**config.mk**
```make
export PLATFORM = sky130hd
export DESIGN_NAME = bpu_scale_lane
export DESIGN_NICKNAME = d
export VERILOG_FILES = /design/src/rtl/bpu_pkg.sv /design/src/rtl/bpu_scale_lane.sv
export SDC_FILE = /design/constraint.sdc
export NUM_CORES = 1
export LEC_CHECK = 0
export ABC_CLOCK_PERIOD_IN_PS = 4600
export BUFFER_PORTS_ARGS = -buffer_cell sky130_fd_sc_hd__buf_2
export CAP_MARGIN = 20
export CORE_AREA = 2 2 231 233
export DETAILED_ROUTE_END_ITERATION = 8
export DIE_AREA = 0 0 233 235
export PLACE_DENSITY = 0.72
export SETUP_SLACK_MARGIN = 0.02
export SLEW_MARGIN = 20
export SYNTH_ARGS = -nofsm -noshare
export SYNTH_HDL_FRONTEND = slang
export SYNTH_SLANG_ARGS = --single-unit
```
**constraint.sdc**
```tcl
create_clock -name clock -period 4.6 [get_ports clock]
set_input_delay 0.23 -clock clock [delete_from_list [all_inputs] [get_ports clock]]
set_output_delay 0.23 -clock clock [all_outputs]
set_load 0.02 [all_outputs]
```
**src/rtl/bpu_pkg.sv**
```systemverilog
`default_nettype none

package bpu_pkg;

   // Field widths
   localparam int PIXEL_W    = 32;
   localparam int PIXEL16_W  = 16;
   localparam int CHAN_W     = 8;
   localparam int KEY_W      = 24;
   localparam int MODE_W     = 2;
   localparam int CSR_IDX_W  = 3;
   localparam int CSR_DATA_W = 32;

   // Scaling datapath: numerator is field * 255, one quotient bit per stage
   localparam int REM_W    = PIXEL_W + CHAN_W;
   localparam int DIV_STG  = CHAN_W;
   localparam int LANE_STG = DIV_STG + 1;
   localparam int NUM_STG  = LANE_STG + 1;

   // Channel lanes
   localparam int NUM_CHAN = 4;
   localparam int CH_RED   = 0;
   localparam int CH_GREEN = 1;
   localparam int CH_BLUE  = 2;
   localparam int CH_ALPHA = 3;

   // Pixel modes (mode 3 decodes like 32-bit masked)
   localparam logic [MODE_W-1:0] MODE_16 = 2'd0;
   localparam logic [MODE_W-1:0] MODE_24 = 2'd1;
   localparam logic [MODE_W-1:0] MODE_32 = 2'd2;

   // Fixed byte masks for 24-bit BGR pixels
   localparam logic [PIXEL_W-1:0] BGR_RED_MASK   = 32'h00FF_0000;
   localparam logic [PIXEL_W-1:0] BGR_GREEN_MASK = 32'h0000_FF00;
   localparam logic [PIXEL_W-1:0] BGR_BLUE_MASK  = 32'h0000_00FF;

   // Register reset values
   localparam logic [MODE_W-1:0]  RST_PIXEL_MODE = MODE_32;
   localparam logic [PIXEL_W-1:0] RST_RED_MASK   = 32'h00FF_0000;
   localparam logic [PIXEL_W-1:0] RST_GREEN_MASK = 32'h0000_FF00;
   localparam logic [PIXEL_W-1:0] RST_BLUE_MASK  = 32'h0000_00FF;
   localparam logic [PIXEL_W-1:0] RST_ALPHA_MASK = 32'h0000_0000;
   localparam logic [KEY_W-1:0]   RST_KEY_COLOR  = 24'h00_0000;

   typedef enum logic [CSR_IDX_W-1:0] {
      CSR_PIXEL_MODE   = 3'd0,
      CSR_RED_MASK     = 3'd1,
      CSR_GREEN_MASK   = 3'd2,
      CSR_BLUE_MASK    = 3'd3,
      CSR_ALPHA_MASK   = 3'd4,
      CSR_ALPHA_ENABLE = 3'd5,
      CSR_KEY_ENABLE   = 3'd6,
      CSR_KEY_COLOR    = 3'd7
   } csr_idx_type;

   // Per-stage load strobes for a scaling lane
   typedef struct packed {
      logic [LANE_STG-1:0] load;
   } lane_ctrl_type;

endpackage

`default_nettype wire

```
**src/rtl/bpu_scale_lane.sv**
```systemverilog
`default_nettype none

// One channel: floor((word & mask) * 255 / mask), one quotient bit per stage.
// Shifting both field and mask down to the mask's lowest set bit leaves the
// quotient unchanged, so no shift is needed. The mask must be held static while
// items are in flight (the block does not enforce this), so every stage reads it directly.
module bpu_scale_lane (
   input  wire                          clock,
   input  bpu_pkg::lane_ctrl_type       ctrl,
   input  wire [bpu_pkg::PIXEL_W-1:0]   word,
   input  wire [bpu_pkg::PIXEL_W-1:0]   mask,
   output logic [bpu_pkg::CHAN_W-1:0]  quot
);
   import bpu_pkg::*;

   logic [REM_W-1:0]  field_ext;
   logic [REM_W-1:0]  rem_in [0:DIV_STG-1];
   logic [REM_W-1:0]  rem_ff [0:DIV_STG-1];
   logic [CHAN_W-1:0] quo_in [1:DIV_STG];
   logic [CHAN_W-1:0] quo_ff [1:DIV_STG];

   // Form the numerator: field * 255 as (field << 8) - field
   assign field_ext = REM_W'(word & mask);
   assign rem_in[0] = (field_ext << CHAN_W) - field_ext;

   always_ff @(posedge clock) begin
      if (ctrl.load[0]) begin
         rem_ff[0] <= rem_in[0];
      end
   end

   // Restoring division, most significant quotient bit first
   for (genvar k = 1; k <= DIV_STG; k++) begin : g_div
      localparam int BIT_POS = DIV_STG - k;
      logic [REM_W-1:0] dsh;
      logic             take;

      assign dsh  = REM_W'(mask) << BIT_POS;
      assign take = (rem_ff[k-1] >= dsh);

      if (k == 1) begin : g_first
         assign quo_in[k] = CHAN_W'(take);
      end else begin : g_next
         assign quo_in[k] = {quo_ff[k-1][CHAN_W-2:0], take};
      end

      if (k < DIV_STG) begin : g_rem
         assign rem_in[k] = take ? (rem_ff[k-1] - dsh) : rem_ff[k-1];
         always_ff @(posedge clock) begin
            if (ctrl.load[k]) begin
               rem_ff[k] <= rem_in[k];
            end
         end
      end

      always_ff @(posedge clock) begin
         if (ctrl.load[k]) begin
            quo_ff[k] <= quo_in[k];
         end
      end
   end

   assign quot = quo_ff[DIV_STG];

endmodule

`default_nettype wire

```
# Word level (Yosys, flattened, before mapping)
# Memories as Yosys holds them, arrays and structs flattened.
# Cells that the tools add are included.
# word_totals
reg_bits	0
mem_bits_rw	384
inputBits	74
out_inout_bits	8
wordCells	44
n_memories	2
# memory_table
name	words	word_bits	read_ports	rd_clocked_by_memory_dff	write_ports	line_no	rtl
rem_ff	8	40	8	0	8	bpu_scale_lane.sv:18	logic [REM_W-1:0] rem_ff [0:DIV_STG-1];
quo_ff	8	8	8	0	8	bpu_scale_lane.sv:20	logic [CHAN_W-1:0] quo_ff [1:DIV_STG];
# classes
n_addsub	8
magnitude_cmp	8
mux	25
n_bitwise	1
# op_table
operator	count
$mux 40	7
$ge 40x32->1	1
$ge 40x33->1	1
$ge 40x34->1	1
$ge 40x35->1	1
$ge 40x36->1	1
$ge 40x37->1	1
$ge 40x38->1	1
$ge 40x39->1	1
$sub 40x32->40	1
$sub 40x33->40	1
$sub 40x34->40	1
$sub 40x35->40	1
$sub 40x36->40	1
$sub 40x37->40	1
$sub 40x38->40	1
$sub 40x39->40	1
$and 32x32->32	1
$mux 1	18

# Longest topological paths before layout
# Gate-level depths: netlist of run 1.
# An unclocked memory read counts as a cell.
# depth
ltp_word	3
mapped_depth	16
depth_no_buf	14

# Least setup slack after synthesis of run 1
# No wires, ideal clock.
# synth_path
path_type	register to register
from	memory rem_ff[1][42] (netlist name)
to	memory rem_ff[1][118] (netlist name), data pin
setup_ns	0.271
arrival_ns	3.051
required_ns	4.329
setup_slack_ns	1.278
stages_incl_launch_ff	15
n_path_buf	0
period_less_slack_ns	3.322
cell_sequence	edfxtp_1 > inv_1 > ha_1 > inv_1 > fa_1 > a21o_1 > a21o_1 > a2111oi_1 > o31ai_2 > a31oi_1 > o21bai_1 > a211oi_1 > o21ai_1 > nor4_1 > xor2_1
# synth_rtl
item	line_no
start, declared	bpu_scale_lane.sv:18

==> results.md, run 1 <==
- The run finished with clean final reports.
- The count of port buffers added during placement is 81.
- The via count of the first global-routing pass came to 23.8k.
- The clock latency of the later-clocked register in the worst-skew pair is 570 ps.
- In this run the power density over the cells is 631 nW/µm².
- Synthesis produced a netlist with a net count of 3398.
- The count of final setup violators is 0.
- The hold violation total from the final report is 0.
- Sequential cells account for 30.4% of the total power.
- For the final database, setup skew stands at 19.6 ps.
- The setup path with the least slack is of type flip-flop to flip-flop.
- The first global-routing pass estimated 121000 µm of wire.
- The normalized max-slew margin is 32.9%.
- The highest cell delay on the worst timing path is 800 ps.
- For the worst setup path, the data required time is 4890 ps.
- The clock tree synthesis step divided the H-tree into 2 levels.
- The number of different library cells used by synthesis comes to 94.
- For this run, asynchronously set or reset flops after synthesis account for 0%.
- Yosys printed 0 warnings.
- The number of design rule violations left after detail routing is 0.
- The floorplan has 84 rows.
- The via-per-instance ratio is 6.17.
- The proportion of power drawn by combinational gates is 51.7%.
- The area of the core is 52200 µm².
- The part of the cycle the worst path needs is 84.9%.
- The net total in the final layout is 3493.
- The max-slew violation total from the final report is 0.
- In the global route stage, overall resource usage came out at 27.8%.
- In this run the static leakage power is 12.9 nW.
- The residual antenna-violating net count after detailed routing is 0.
- In the final layout, the multi-input gates occupy 17100 µm².
- The net switching power of the design is 0.00784 W.
- After clock tree synthesis, the flow added hold-fix buffers numbering 1.
- The total power consumption of the routed design is 0.0199 W.
- The violation count after the first detailed-route iteration is 1937.
- The buffer depth of the longest clock path is 3.
- The clock network is responsible for 17.9% of the overall power.
- The setup TNS after final layout is 0 ps.
- The gate count of the mapped netlist is 3054.
- The worst-case IR drop observed on VDD is 0.238 mV.
- The die covers 54800 µm².
- The critical path buffer and inverter count is 1.
- Compared with the post-synthesis result, the final layout area differs by 10.3%.
- The cell area after synthesis is 28600 µm².
- The register area is 10700 µm².
- Counting every sink on the clock net gives 356.
- The min-delay analysis places its worst path in the category input pin to flip-flop.
- Traced cell by cell, the critical path runs through ha_1, nor2b_1, o21ai_0, a21oi_1, o211ai_1, a2111oi_0, buf_4, o31ai_1, a21oi_1, a31oi_1, xnor2_1, a21oi_1.
- The slowest stage of the critical path belongs to the cell sky130_fd_sc_hd__a2111oi_0.
- In this run the post-CTS setup repair buffer count came out at 0.
- In the final routed layout, each cell accounts on average for 19.9 µm.
- After synthesis, flip-flops and latches occupy 37.4% of the total area.
- The number of antenna diodes in the final layout is 0.
- The clock transition at the registers of the reported paths is 60 ps.
- Of the cells placed in the final design, the portion with a size suffix greater than 1 is 9.35%.
- Based on the critical path, the design can be clocked at up to 0.256 GHz.
- The critical path arrival is 4200 ps.
- The total congestion overflow is 0.
- The TritonCTS clock tree is done.
- The number of clock buffers added by TritonCTS is 44.
- In this run, synthesis inferred 356 flip-flops with an integrated enable.
- Subtracting the final worst setup slack from the clock period gives 3900 ps.
- The transition time of the tightest slew-check pin is 1010 ps.
- The most used flip-flop cell after synthesis is sky130_fd_sc_hd__edfxtp_1.
- The total via count after detailed routing is 23.9k.
- The largest fanout on the critical path is 5.
- The internal power of the cells totals 0.0120 W.
- Setup repair after global routing left no endpoint under its margin.
- The root cell of the clock tree is sky130_fd_sc_hd__clkbuf_16.
- The routed design has 76900 µm of wire.
- The first TritonRoute pass finished after 6 iterations.
- The tool flagged a number of max-cap violations equal to 0.
- The die is 235 µm tall.
- The category of the worst setup path capture point is a flip-flop.
- The maximum number of pins on one net before global-route repair is 55.
- The congestion estimate from routability-driven global placement came to 0.949.
- The die boundary width is 233 µm.
- Net switching is 39.4% of the power.
- The most used cell along the critical path is sky130_fd_sc_hd__a21oi_1.
- Detailed placement finished with a half-perimeter wire length of 61900 µm.
- In this run the count of I/O pins placed on the die edge is 82.
- The worst setup path is launched from a flip-flop.
- The number of antenna violations at the first check in global routing is 1.
- The filler cells instantiated in the layout total 4385.
- After clock tree synthesis, the repair step resized 0 gates.
- The initial utilization of the core area, before any placement, comes to 54.7%.
- The family with the most delay on the worst path is compound AO/OA/AOI/OAI gates.
- Dividing the synthesized area by the synthesized cell count gives 9.36 µm².
- In this run, synthesis produced a sequential element count of 356.
## cell usage after synthesis (10+ instances only)
master                      instances  area (µm²)
sky130_fd_sc_hd__a31oi_1           29         181
sky130_fd_sc_hd__nor4_1            14        87.6
sky130_fd_sc_hd__nor2b_1           33         206
sky130_fd_sc_hd__o21ai_1           32         160
sky130_fd_sc_hd__and3_1            22         138
sky130_fd_sc_hd__nor2_1           233         875
sky130_fd_sc_hd__xnor2_1          167        1460
sky130_fd_sc_hd__a211o_1           10        87.6
sky130_fd_sc_hd__a211oi_1          28         210
sky130_fd_sc_hd__or3_1             12        75.1
sky130_fd_sc_hd__edfxtp_1         356       10700
sky130_fd_sc_hd__o21a_1            32         240
sky130_fd_sc_hd__and2_1            28         175
sky130_fd_sc_hd__mux2_1            18         203
sky130_fd_sc_hd__a2111oi_0         11        96.3
sky130_fd_sc_hd__xor2_1            88         771
sky130_fd_sc_hd__a21o_1           159        1190
sky130_fd_sc_hd__nor3_1            52         260
sky130_fd_sc_hd__o31ai_1           20         150
sky130_fd_sc_hd__nand2_1          277        1040
sky130_fd_sc_hd__nand2b_1          34         213
sky130_fd_sc_hd__o21bai_1          38         285
sky130_fd_sc_hd__a21oi_1          296        1480
sky130_fd_sc_hd__clkbuf_1          70         263
sky130_fd_sc_hd__o211ai_1          20         150
sky130_fd_sc_hd__buf_2             24         120
sky130_fd_sc_hd__ha_1             263        3290
sky130_fd_sc_hd__nand4_1           60         375
sky130_fd_sc_hd__mux2_2            45         507
sky130_fd_sc_hd__inv_1            121         454
sky130_fd_sc_hd__o21ai_0          190         951
sky130_fd_sc_hd__nand3_1           83         415
## flip-flops by register name (all words and copies together), names as in the netlist
name    cells
rem_ff    320
quo_ff     36
## per-stage QoR
stage               worst slack (ps)  instances  util, %  cell area (µm²)  hold WS (ps)
floorplan                       1280       3054        -            28600           342
global placement                 556       3789     57.5            30000           401
detailed placement               568       3789     57.5            30000           405
CTS                              735       3865     60.3            31500          35.5
global route                     443       3866     60.4            31500          65.5
finish                           696       3866     60.4            31500          72.3
## cells by family after synthesis
kind of cell,Yosys count,share of synthesized area [%]
compound gates,973,21.6
simple gates,906,15.2
flops,356,37.4
fa+ha+maj,276,12.2
xor+xnor,258,8.02
buf+inv,217,2.98
mux,68,2.66
## power by group through the flow
stage	registers [W]	clock network, W	logic (W)
after floorplan	0.00581	0	0.00791
after CTS	0.00601	0.00363	0.0101
final	0.00604	0.00356	0.0103
after global routing	0.00615	0.00375	0.0114
after detailed placement	0.00606	0	0.0100
after global placement	0.00607	0	0.00983
## final cells by class
class	instances	share of cell area, %
multi-input combinational	2481	54.2
sequential	356	33.9
clock buffer	49	3.62
timing repair buffer	144	3.03
tap	688	2.73
inverter	122	1.45
clock inverter	26	1.05
## worst paths after layout
kind                            start                       to  slack, ps  depth (start not counted)
max          rem_ff[0][125]$_DFFE_PP_  rem_ff[1][33]$_DFFE_PP_        700                         12
min                           word[0]   rem_ff[0][0]$_DFFE_PP_         70                          3
max reg2reg  rem_ff[0][125]$_DFFE_PP_  rem_ff[1][33]$_DFFE_PP_        700                         12
min reg2reg    quo_ff[4][1]$_DFFE_PP_   quo_ff[5][2]$_DFFE_PP_        400                          0
## layout by cell type, fill, tap and decap left out, types with 10 or more instances in the layout
cell / count
sky130_fd_sc_hd__a211oi_1: 28
sky130_fd_sc_hd__o211ai_1: 20
sky130_fd_sc_hd__nor4_1: 14
sky130_fd_sc_hd__nor2_1: 233
sky130_fd_sc_hd__and2_1: 27
sky130_fd_sc_hd__o31ai_1: 20
sky130_fd_sc_hd__and3_1: 22
sky130_fd_sc_hd__a21oi_1: 295
sky130_fd_sc_hd__xor2_1: 88
sky130_fd_sc_hd__buf_2: 81
sky130_fd_sc_hd__o21ai_1: 32
sky130_fd_sc_hd__nand2b_1: 34
sky130_fd_sc_hd__o21a_1: 31
sky130_fd_sc_hd__nand4_1: 60
sky130_fd_sc_hd__o21ai_0: 190
sky130_fd_sc_hd__nor3_1: 52
sky130_fd_sc_hd__a2111oi_0: 11
sky130_fd_sc_hd__buf_4: 56
sky130_fd_sc_hd__edfxtp_1: 356
sky130_fd_sc_hd__or3_1: 12
sky130_fd_sc_hd__inv_1: 121
sky130_fd_sc_hd__a211o_1: 10
sky130_fd_sc_hd__mux2_1: 18
sky130_fd_sc_hd__a21o_1: 159
sky130_fd_sc_hd__mux2_2: 45
sky130_fd_sc_hd__nor2b_1: 33
sky130_fd_sc_hd__ha_1: 263
sky130_fd_sc_hd__nand3_1: 83
sky130_fd_sc_hd__nand2_1: 277
sky130_fd_sc_hd__a31oi_1: 29
sky130_fd_sc_hd__clkbuf_16: 45
sky130_fd_sc_hd__xnor2_1: 167
sky130_fd_sc_hd__o21bai_1: 38
## worst register-to-register path, delay by kind of cell, from the launching register on
| kind | cells | cell delay, ps |
|---|---|---|
| DFF | 1 | 470 |
| adders and majority gates | 1 | 340 |
| and+or+nand+nor | 1 | 120 |
| AOI/OAI and AO/OA | 8 | 2300 |
| xor gates and xnor gates | 1 | 170 |
| buffers and inverters | 1 | 240 |
## per-layer routing
metal | GRT usage [%] | wire (µm) | up-vias | share of wire, %
met1 | 33.0 | 31400 | 11100 | 41
met5 | 0 | 0 | - | 0
met2 | 49.9 | 38000 | 852 | 49
met3 | 3.25 | 3930 | 210 | 5.1
li1 | - | - | 11700 | -
met4 | 12.6 | 3580 | 0 | 4.7
(Power assumes the default switching activity.)
==> run 2, diff against run 1 <==
--- a/config.mk
+++ b/config.mk
@@ -5,7 +5,7 @@
 export SDC_FILE = /design/constraint.sdc
 export NUM_CORES = 1
 export LEC_CHECK = 0
-export ABC_CLOCK_PERIOD_IN_PS = 4600
+export ABC_CLOCK_PERIOD_IN_PS = 3700
 export BUFFER_PORTS_ARGS = -buffer_cell sky130_fd_sc_hd__buf_2
 export CAP_MARGIN = 20
 export CORE_AREA = 2 2 231 233
==> constraint.sdc (replaced) <==
create_clock -name clock -period 3.7 [get_ports clock]
set_input_delay 0.185 -clock clock [delete_from_list [all_inputs] [get_ports clock]]
set_output_delay 0.185 -clock clock [all_outputs]
set_load 0.02 [all_outputs]
==> results.md, run 2 (synthesis gave the netlist of run 1 again) <==
- The setup TNS after final layout is 0 ps.
- The clock passes through at most 3 buffers.
- The TritonCTS clock tree is done.
- In this run the standard cell core region covers 52200 µm².
- The worst path uses 97.8% of the clock period.
- In this run the worst path has a maximum fanout of 3.
- The normalized max-slew margin is 32.5%.
- Before antenna repair, the detailed router went through 5 iterations.
- At the worst endpoint, the arrival time is 4030 ps.
- The root cell of the clock tree is sky130_fd_sc_hd__clkbuf_16.
- The flow ran to the end, and the final reports show no timing, DRC or antenna violations.
- The hold violation total from the final report is 0.
- The total congestion overflow is 0.
- The average wire per cell in the routed design is 19.8 µm.
- The die outline height is 235 µm.
- Measured along the x axis, the die boundary spans 233 µm.
- The residual antenna-violating net count after detailed routing is 0.
- For this block, the via count after detailed routing is 24.5k.
- The via count of the first global-routing pass is 24.6k.
- The flip-flop count of the largest register after layout is 320.
- The largest clock skew in the final design is 18.7 ps.
- The path class of the tightest hold or removal check is input pin to flip-flop.
- Dividing the detail-routed via count by the number of cells gives 6.13.
- The number of max-cap violations is 0.
- The floorplan die area is 54800 µm².
- The number of design rule violations left after detail routing is 0.
- The kind of start point of the critical path is a flip-flop.
- The maximum clock frequency is 0.276 GHz.
- Setup repair after global routing could not meet its margin everywhere.
- The floorplan has 84 rows.
- The post-placement worst setup slack is -152 ps.
- The first global-routing pass estimated 124000 µm of wire.
- Leaving out fill and tap cells, the most frequent cells in the layout are sky130_fd_sc_hd__edfxtp_1 (356), sky130_fd_sc_hd__a21oi_1 (294), sky130_fd_sc_hd__nand2_1 (277).
- The net total in the final layout is 3628.
- VDD sags by at most 0.404 mV.
- The repair_antennas step left the layout with diodes totalling 0.
- After the first detailed-routing iteration, the DRC count stood at 1560.
- The placed wire-length estimate after detailed placement is 64300 µm.
- The clock latency of the later-clocked register in the worst-skew pair is 570 ps.
- The H-tree depth reported by CTS is 2.
- The total power consumption of the routed design is 0.0249 W.
- The global-route usage over all layers is 28.5%.
- Entering global routing, the biggest net connects 48 pins.
- The final weighted congestion in routability-driven placement is 0.953.
- The required time at the worst-slack endpoint is 4110 ps.
- The count of final setup violators is 0.
- The worst path needs 3620 ps of the cycle, external delays included.
- The count of port buffers added during placement is 81.
- The finished cells cover 32500 µm².
- For this block, the routed nets add up to 79300 µm of wire.
- The category of the worst setup path capture point is a flip-flop.
- The max-slew violation total from the final report is 0.
- More flip-flops sit in one register than any other, and that register is rem_ff.
- The total leakage power is 13.5 nW.
- TritonCTS created 41 clock buffers.
- The initial standard-cell utilization of the core is 54.7%.
- The total number of clock tree sinks is 356.
- The layout overhead on the synthesized area is 13.5%.
- The transition time of the tightest slew-check pin is 1010 ps.
- The post-place instance area is 31000 µm².
- The count of pins on the block boundary is 82.
- In this run the power density over the cells is 766 nW/µm².
- Leaving out fill and tap cells, the most frequent cell in the layout is sky130_fd_sc_hd__edfxtp_1.
- The clock transition at the registers of the reported paths is 60 ps.
- In the final layout, the registers with the most flip-flops are rem_ff: 320 flops, quo_ff: 36 flops.
- The post-layout worst setup margin is 80.1 ps.
- The number of antenna violations at the first check in global routing is 0.
- The fraction of layout cells with a size suffix above 1 is 13.3%.
- The critical setup path kind is flip-flop to flip-flop.
run 2: power by group:
group          internal, W  total (W)  switching (W)
Clock              0.00218    0.00381        0.00163
Sequential         0.00667    0.00753       0.000864
Combinational      0.00607     0.0135        0.00746
Total               0.0149     0.0249        0.00995
run 2: metal layers:
metal / share of wire [%] / wire length (µm) / GRT usage [%]
met5: 0 / 0 / 0
met4: 5.0 / 4000 / 13.4
met3: 4.7 / 3730 / 3.05
met2: 50 / 39300 / 51.6
met1: 41 / 32200 / 33.6
run 2: critical path: stages (launching register included):
cell and delay, ps:
sky130_fd_sc_hd__edfxtp_1 410, sky130_fd_sc_hd__inv_1 90, sky130_fd_sc_hd__ha_2 180, sky130_fd_sc_hd__inv_1 50, sky130_fd_sc_hd__fa_2 340, sky130_fd_sc_hd__a21o_1 200
sky130_fd_sc_hd__a21oi_2 200, sky130_fd_sc_hd__o221ai_2 150, sky130_fd_sc_hd__a31oi_1 180, sky130_fd_sc_hd__buf_4 150, sky130_fd_sc_hd__nor4_1 90, sky130_fd_sc_hd__o31ai_2 420
sky130_fd_sc_hd__a211oi_2 140, sky130_fd_sc_hd__or3_1 410, sky130_fd_sc_hd__or3_1 330, sky130_fd_sc_hd__o211ai_1 100
run 2: area by class of cell:
type                    count  area, µm²
repair buffers            282       2020
well taps                 688        861
flip-flops and latches    356      10700
clock buffers              51       1110
fillers                  4270      19800
inverters                 122        458
clock inverters            19        129
multi-input cells        2481      17200
run 2: path summary, 6_finish.rpt:
path | from | to | slack, ps | cells past startpoint
worst min-delay path | word[24] | rem_ff[0][32]$_DFFE_PP_ | 50 | 3
worst max-delay path | rem_ff[1][81]$_DFFE_PP_ | rem_ff[1][159]$_DFFE_PP_ | 80 | 15
worst min register to register | quo_ff[7][0]$_DFFE_PP_ | quo_ff[8][1]$_DFFE_PP_ | 410 | 0
worst max register to register | rem_ff[1][81]$_DFFE_PP_ | rem_ff[1][159]$_DFFE_PP_ | 80 | 15
run 2: repair_timing:
| item | CTS | global route |
|---|---|---|
| endpoints found under the hold margin | 9 | 0 |
| gates resized for setup | 2 | 20 |
| hold buffers | 2 | 0 |
| endpoints found under the setup margin | 6 | 81 |
| pin swaps | 1 | 12 |
| setup buffers | 0 | 7 |
run 2: per-stage QoR:
stage,instances,hold WS (ps),utilization [%]
after floorplan,3054,297,-
after global placement,3920,400,59.4
after detailed placement,3920,405,59.4
after CTS,3992,25.5,61.9
after global routing,3999,57.4,62.1
final,3999,51.6,62.1
==> run 3, diff against run 2 <==
--- a/config.mk
+++ b/config.mk
@@ -8,10 +8,10 @@
 export ABC_CLOCK_PERIOD_IN_PS = 3700
 export BUFFER_PORTS_ARGS = -buffer_cell sky130_fd_sc_hd__buf_2
 export CAP_MARGIN = 20
-export CORE_AREA = 2 2 231 233
+export CORE_AREA = 2 2 243 245
 export DETAILED_ROUTE_END_ITERATION = 8
-export DIE_AREA = 0 0 233 235
-export PLACE_DENSITY = 0.72
+export DIE_AREA = 0 0 245 247
+export PLACE_DENSITY = 0.67
 export SETUP_SLACK_MARGIN = 0.02
 export SLEW_MARGIN = 20
 export SYNTH_ARGS = -nofsm -noshare
==> results.md, run 3 (synthesis gave the netlist of run 1 again) <==
- The flow ran to the end, and the final reports show no timing, DRC or antenna violations.
- The maximum clock frequency is 0.278 GHz.
- The critical path startpoint is rem_ff[1][65]$_DFFE_PP_.
- IR analysis of the VDD net gives a maximum drop of 0.427 mV.
- The residual antenna-violating net count after detailed routing is 0.
- The part of the cycle the worst path needs is 97.3%.
- The buffer depth of the longest clock path is 3.
- The min-delay analysis places its worst path in the category input pin to flip-flop.
- The number of design rule violations left after detail routing is 0.
- The library cells used most frequently in the layout, excluding fill and tap cells, are sky130_fd_sc_hd__edfxtp_1 (356), sky130_fd_sc_hd__a21oi_1 (292), sky130_fd_sc_hd__nand2_1 (277).
- Max-cap violations in this run came to 0.
- For the pin with the worst max-slew slack, the measured transition is 1020 ps.
- Clock-pin slew was measured on the worst setup and hold paths at 60 ps.
- The endpoint identified for the worst register-to-register timing path is rem_ff[1][114]$_DFFE_PP_.
- The number of antenna violations at the first check in global routing is 0.
- The power density over cell area is 765 nW/µm².
- The completed layout was analyzed and its total power is 0.0251 W.
- The clock reaches the later pin of the worst-skew pair after 570 ps.
- The kind of start point of the critical path is a flip-flop.
- STA puts the critical path data required time at 4010 ps.
- The flip-flop count of the largest register after layout is 320.
- Once the floorplan was initialized, standard cells occupied 49.1% of the core.
- Summed over all layers, the routed wires come to 81000 µm.
- Setup violations remaining at the end of the flow were counted as 0.
- After routing the design area is 32800 µm².
- The largest registers in the layout are rem_ff: 320 flops, quo_ff: 36 flops.
- Between clock sinks in the finished design, the worst skew comes to 10.3 ps.
- During I/O placement, the number of pins put on the boundary was 82.
- Cells fill 56.4% of the core in the end.
- The total number of clock tree sinks is 356.
- The register bank with the most flops is rem_ff.
- Cells with a size suffix above 1 make up 14.2% of the layout.
- The first-pass iteration count of the detailed router is 6.
- The first global-routing pass estimated 127000 µm of wire.
- The number of clock buffers added by TritonCTS is 42.
- The floorplan row count is 89.
- The final weighted congestion in routability-driven placement is 0.964.
- The die is 247 µm tall.
- The count of port buffers added during placement is 81.
- The startpoint of the most critical register-to-register path is rem_ff[1][65]$_DFFE_PP_.
- Summing all placed instances gives a cell area of 31400 µm².
- Entering global routing, the biggest net connects 47 pins.
- After global routing the overflow that remains totals 0.
- After detailed routing, the average wire length per cell comes to 19.7 µm.
- The worst setup path is of the flip-flop to flip-flop kind.
- The clock tree synthesis step divided the H-tree into 2 levels.
- 0 antenna diodes ended up in the layout.
- The leading cell type in the layout, fill and taps excluded is sky130_fd_sc_hd__edfxtp_1.
- The worst-case register-to-register setup slack is 100 ps.
- Data on the critical path arrives at its endpoint at 3910 ps.
- In this run the worst setup path terminates at rem_ff[1][114]$_DFFE_PP_.
- The max-slew violation total from the final report is 0.
- The total via count after detailed routing is 24.4k.
- The layout overhead on the synthesized area is 14.9%.
- In this run, the number of DRC markers left after iteration 0 of detailed routing was 1548.
- The final critical path time including I/O delays and setup is 3600 ps.
- The floorplan step defined a core boundary enclosing 58200 µm².
- Headroom to the max-slew limit came out at 32.0%.
- The largest fanout on the critical path is 7.
- The global-route usage over all layers is 26.7%.
- The worst setup path is captured at a flip-flop.
- CTS placed an instance of sky130_fd_sc_hd__clkbuf_16 at the clock tree root.
- The die covers 60500 µm².
- The TritonCTS clock tree is done.
- The via-per-instance ratio is 5.93.
- The via count of the first global-routing pass is 24.5k.
- The wire-length estimate of the detail-placed layout is 66200 µm.
- The total leakage power is 13.7 nW.
- The hold violation total from the final report is 0.
- For the worst flop-to-flop path, the logic depth is 12.
- From left edge to right edge, the die measures 245 µm.
- The net count of the finished layout is 3660.
[run 3: report_power, final]
part	total (W)	switching (W)	internal, W
combinational	0.0137	0.00750	0.00619
clock	0.00392	0.00167	0.00226
sequential	0.00752	0.000857	0.00666
total	0.0251	0.0100	0.0151
[run 3: stage by stage]
step	std cells	setup WS [ps]	hold slack (ps)	setup TNS [ps]
2_1_floorplan	3054	378	297	0
3_3_place_gp	4033	-503	402	-2610
3_5_place_dp	4033	-246	405	-5380
4_1_cts	4112	25.1	16.0	0
5_1_grt	4121	-51.0	20.2	-115
6_report	4121	101	36.7	0
[run 3: cell type report]
cell class | count | area, µm²
fillers | 5050 | 25400
multi-input cells | 2481 | 17200
flip-flops and latches | 356 | 10700
repair buffers | 313 | 2250
clock buffers | 50 | 1100
well taps | 773 | 967
inverters | 122 | 458
clock inverters | 26 | 176
[run 3: routing by layer]
layer  wire, µm  global-route usage (%)  part of all wire, %
met1      33800                    31.5                   42
met2      40300                    48.9                   50
met3       3470                    3.06                  4.3
met4       3480                    11.2                  4.3
met5          0                       0                    0
[run 3: how the worst min path moves through the flow]
stage                      startpoint                        to  slack (ps)  depth (start not counted)
5_1_grt                       ctrl[7]  rem_ff[1][123]$_DFFE_PP_          20                          1
3_5_place_dp   quo_ff[5][1]$_DFFE_PP_    quo_ff[6][2]$_DFFE_PP_         410                          0
4_1_cts                       ctrl[7]  rem_ff[1][122]$_DFFE_PP_          20                          1
2_1_floorplan                 ctrl[1]    quo_ff[1][0]$_DFFE_PP_         300                          0
3_3_place_gp   quo_ff[7][5]$_DFFE_PP_    quo_ff[8][6]$_DFFE_PP_         400                          0
6_report                      ctrl[7]  rem_ff[1][123]$_DFFE_PP_          40                          1
[run 3: timing repair]
item	CTS	global route
resized for setup	1	21
setup endpoints to repair	4	67
hold endpoints to repair	9	0
setup buffers	0	9
hold buffers	3	0
pin swaps	1	11
[run 3: critical path: stages (launching register included)]
cell and delay (ps):
sky130_fd_sc_hd__edfxtp_1 390, sky130_fd_sc_hd__ha_1 380, sky130_fd_sc_hd__a21o_1 220, sky130_fd_sc_hd__a21o_1 180, sky130_fd_sc_hd__a21oi_1 200, sky130_fd_sc_hd__o21ai_0 160, sky130_fd_sc_hd__a2111oi_1 710, sky130_fd_sc_hd__buf_4 250
sky130_fd_sc_hd__nand3_1 120, sky130_fd_sc_hd__a2bb2oi_4 220, sky130_fd_sc_hd__and2b_1 220, sky130_fd_sc_hd__a21boi_1 140, sky130_fd_sc_hd__xor2_1 150
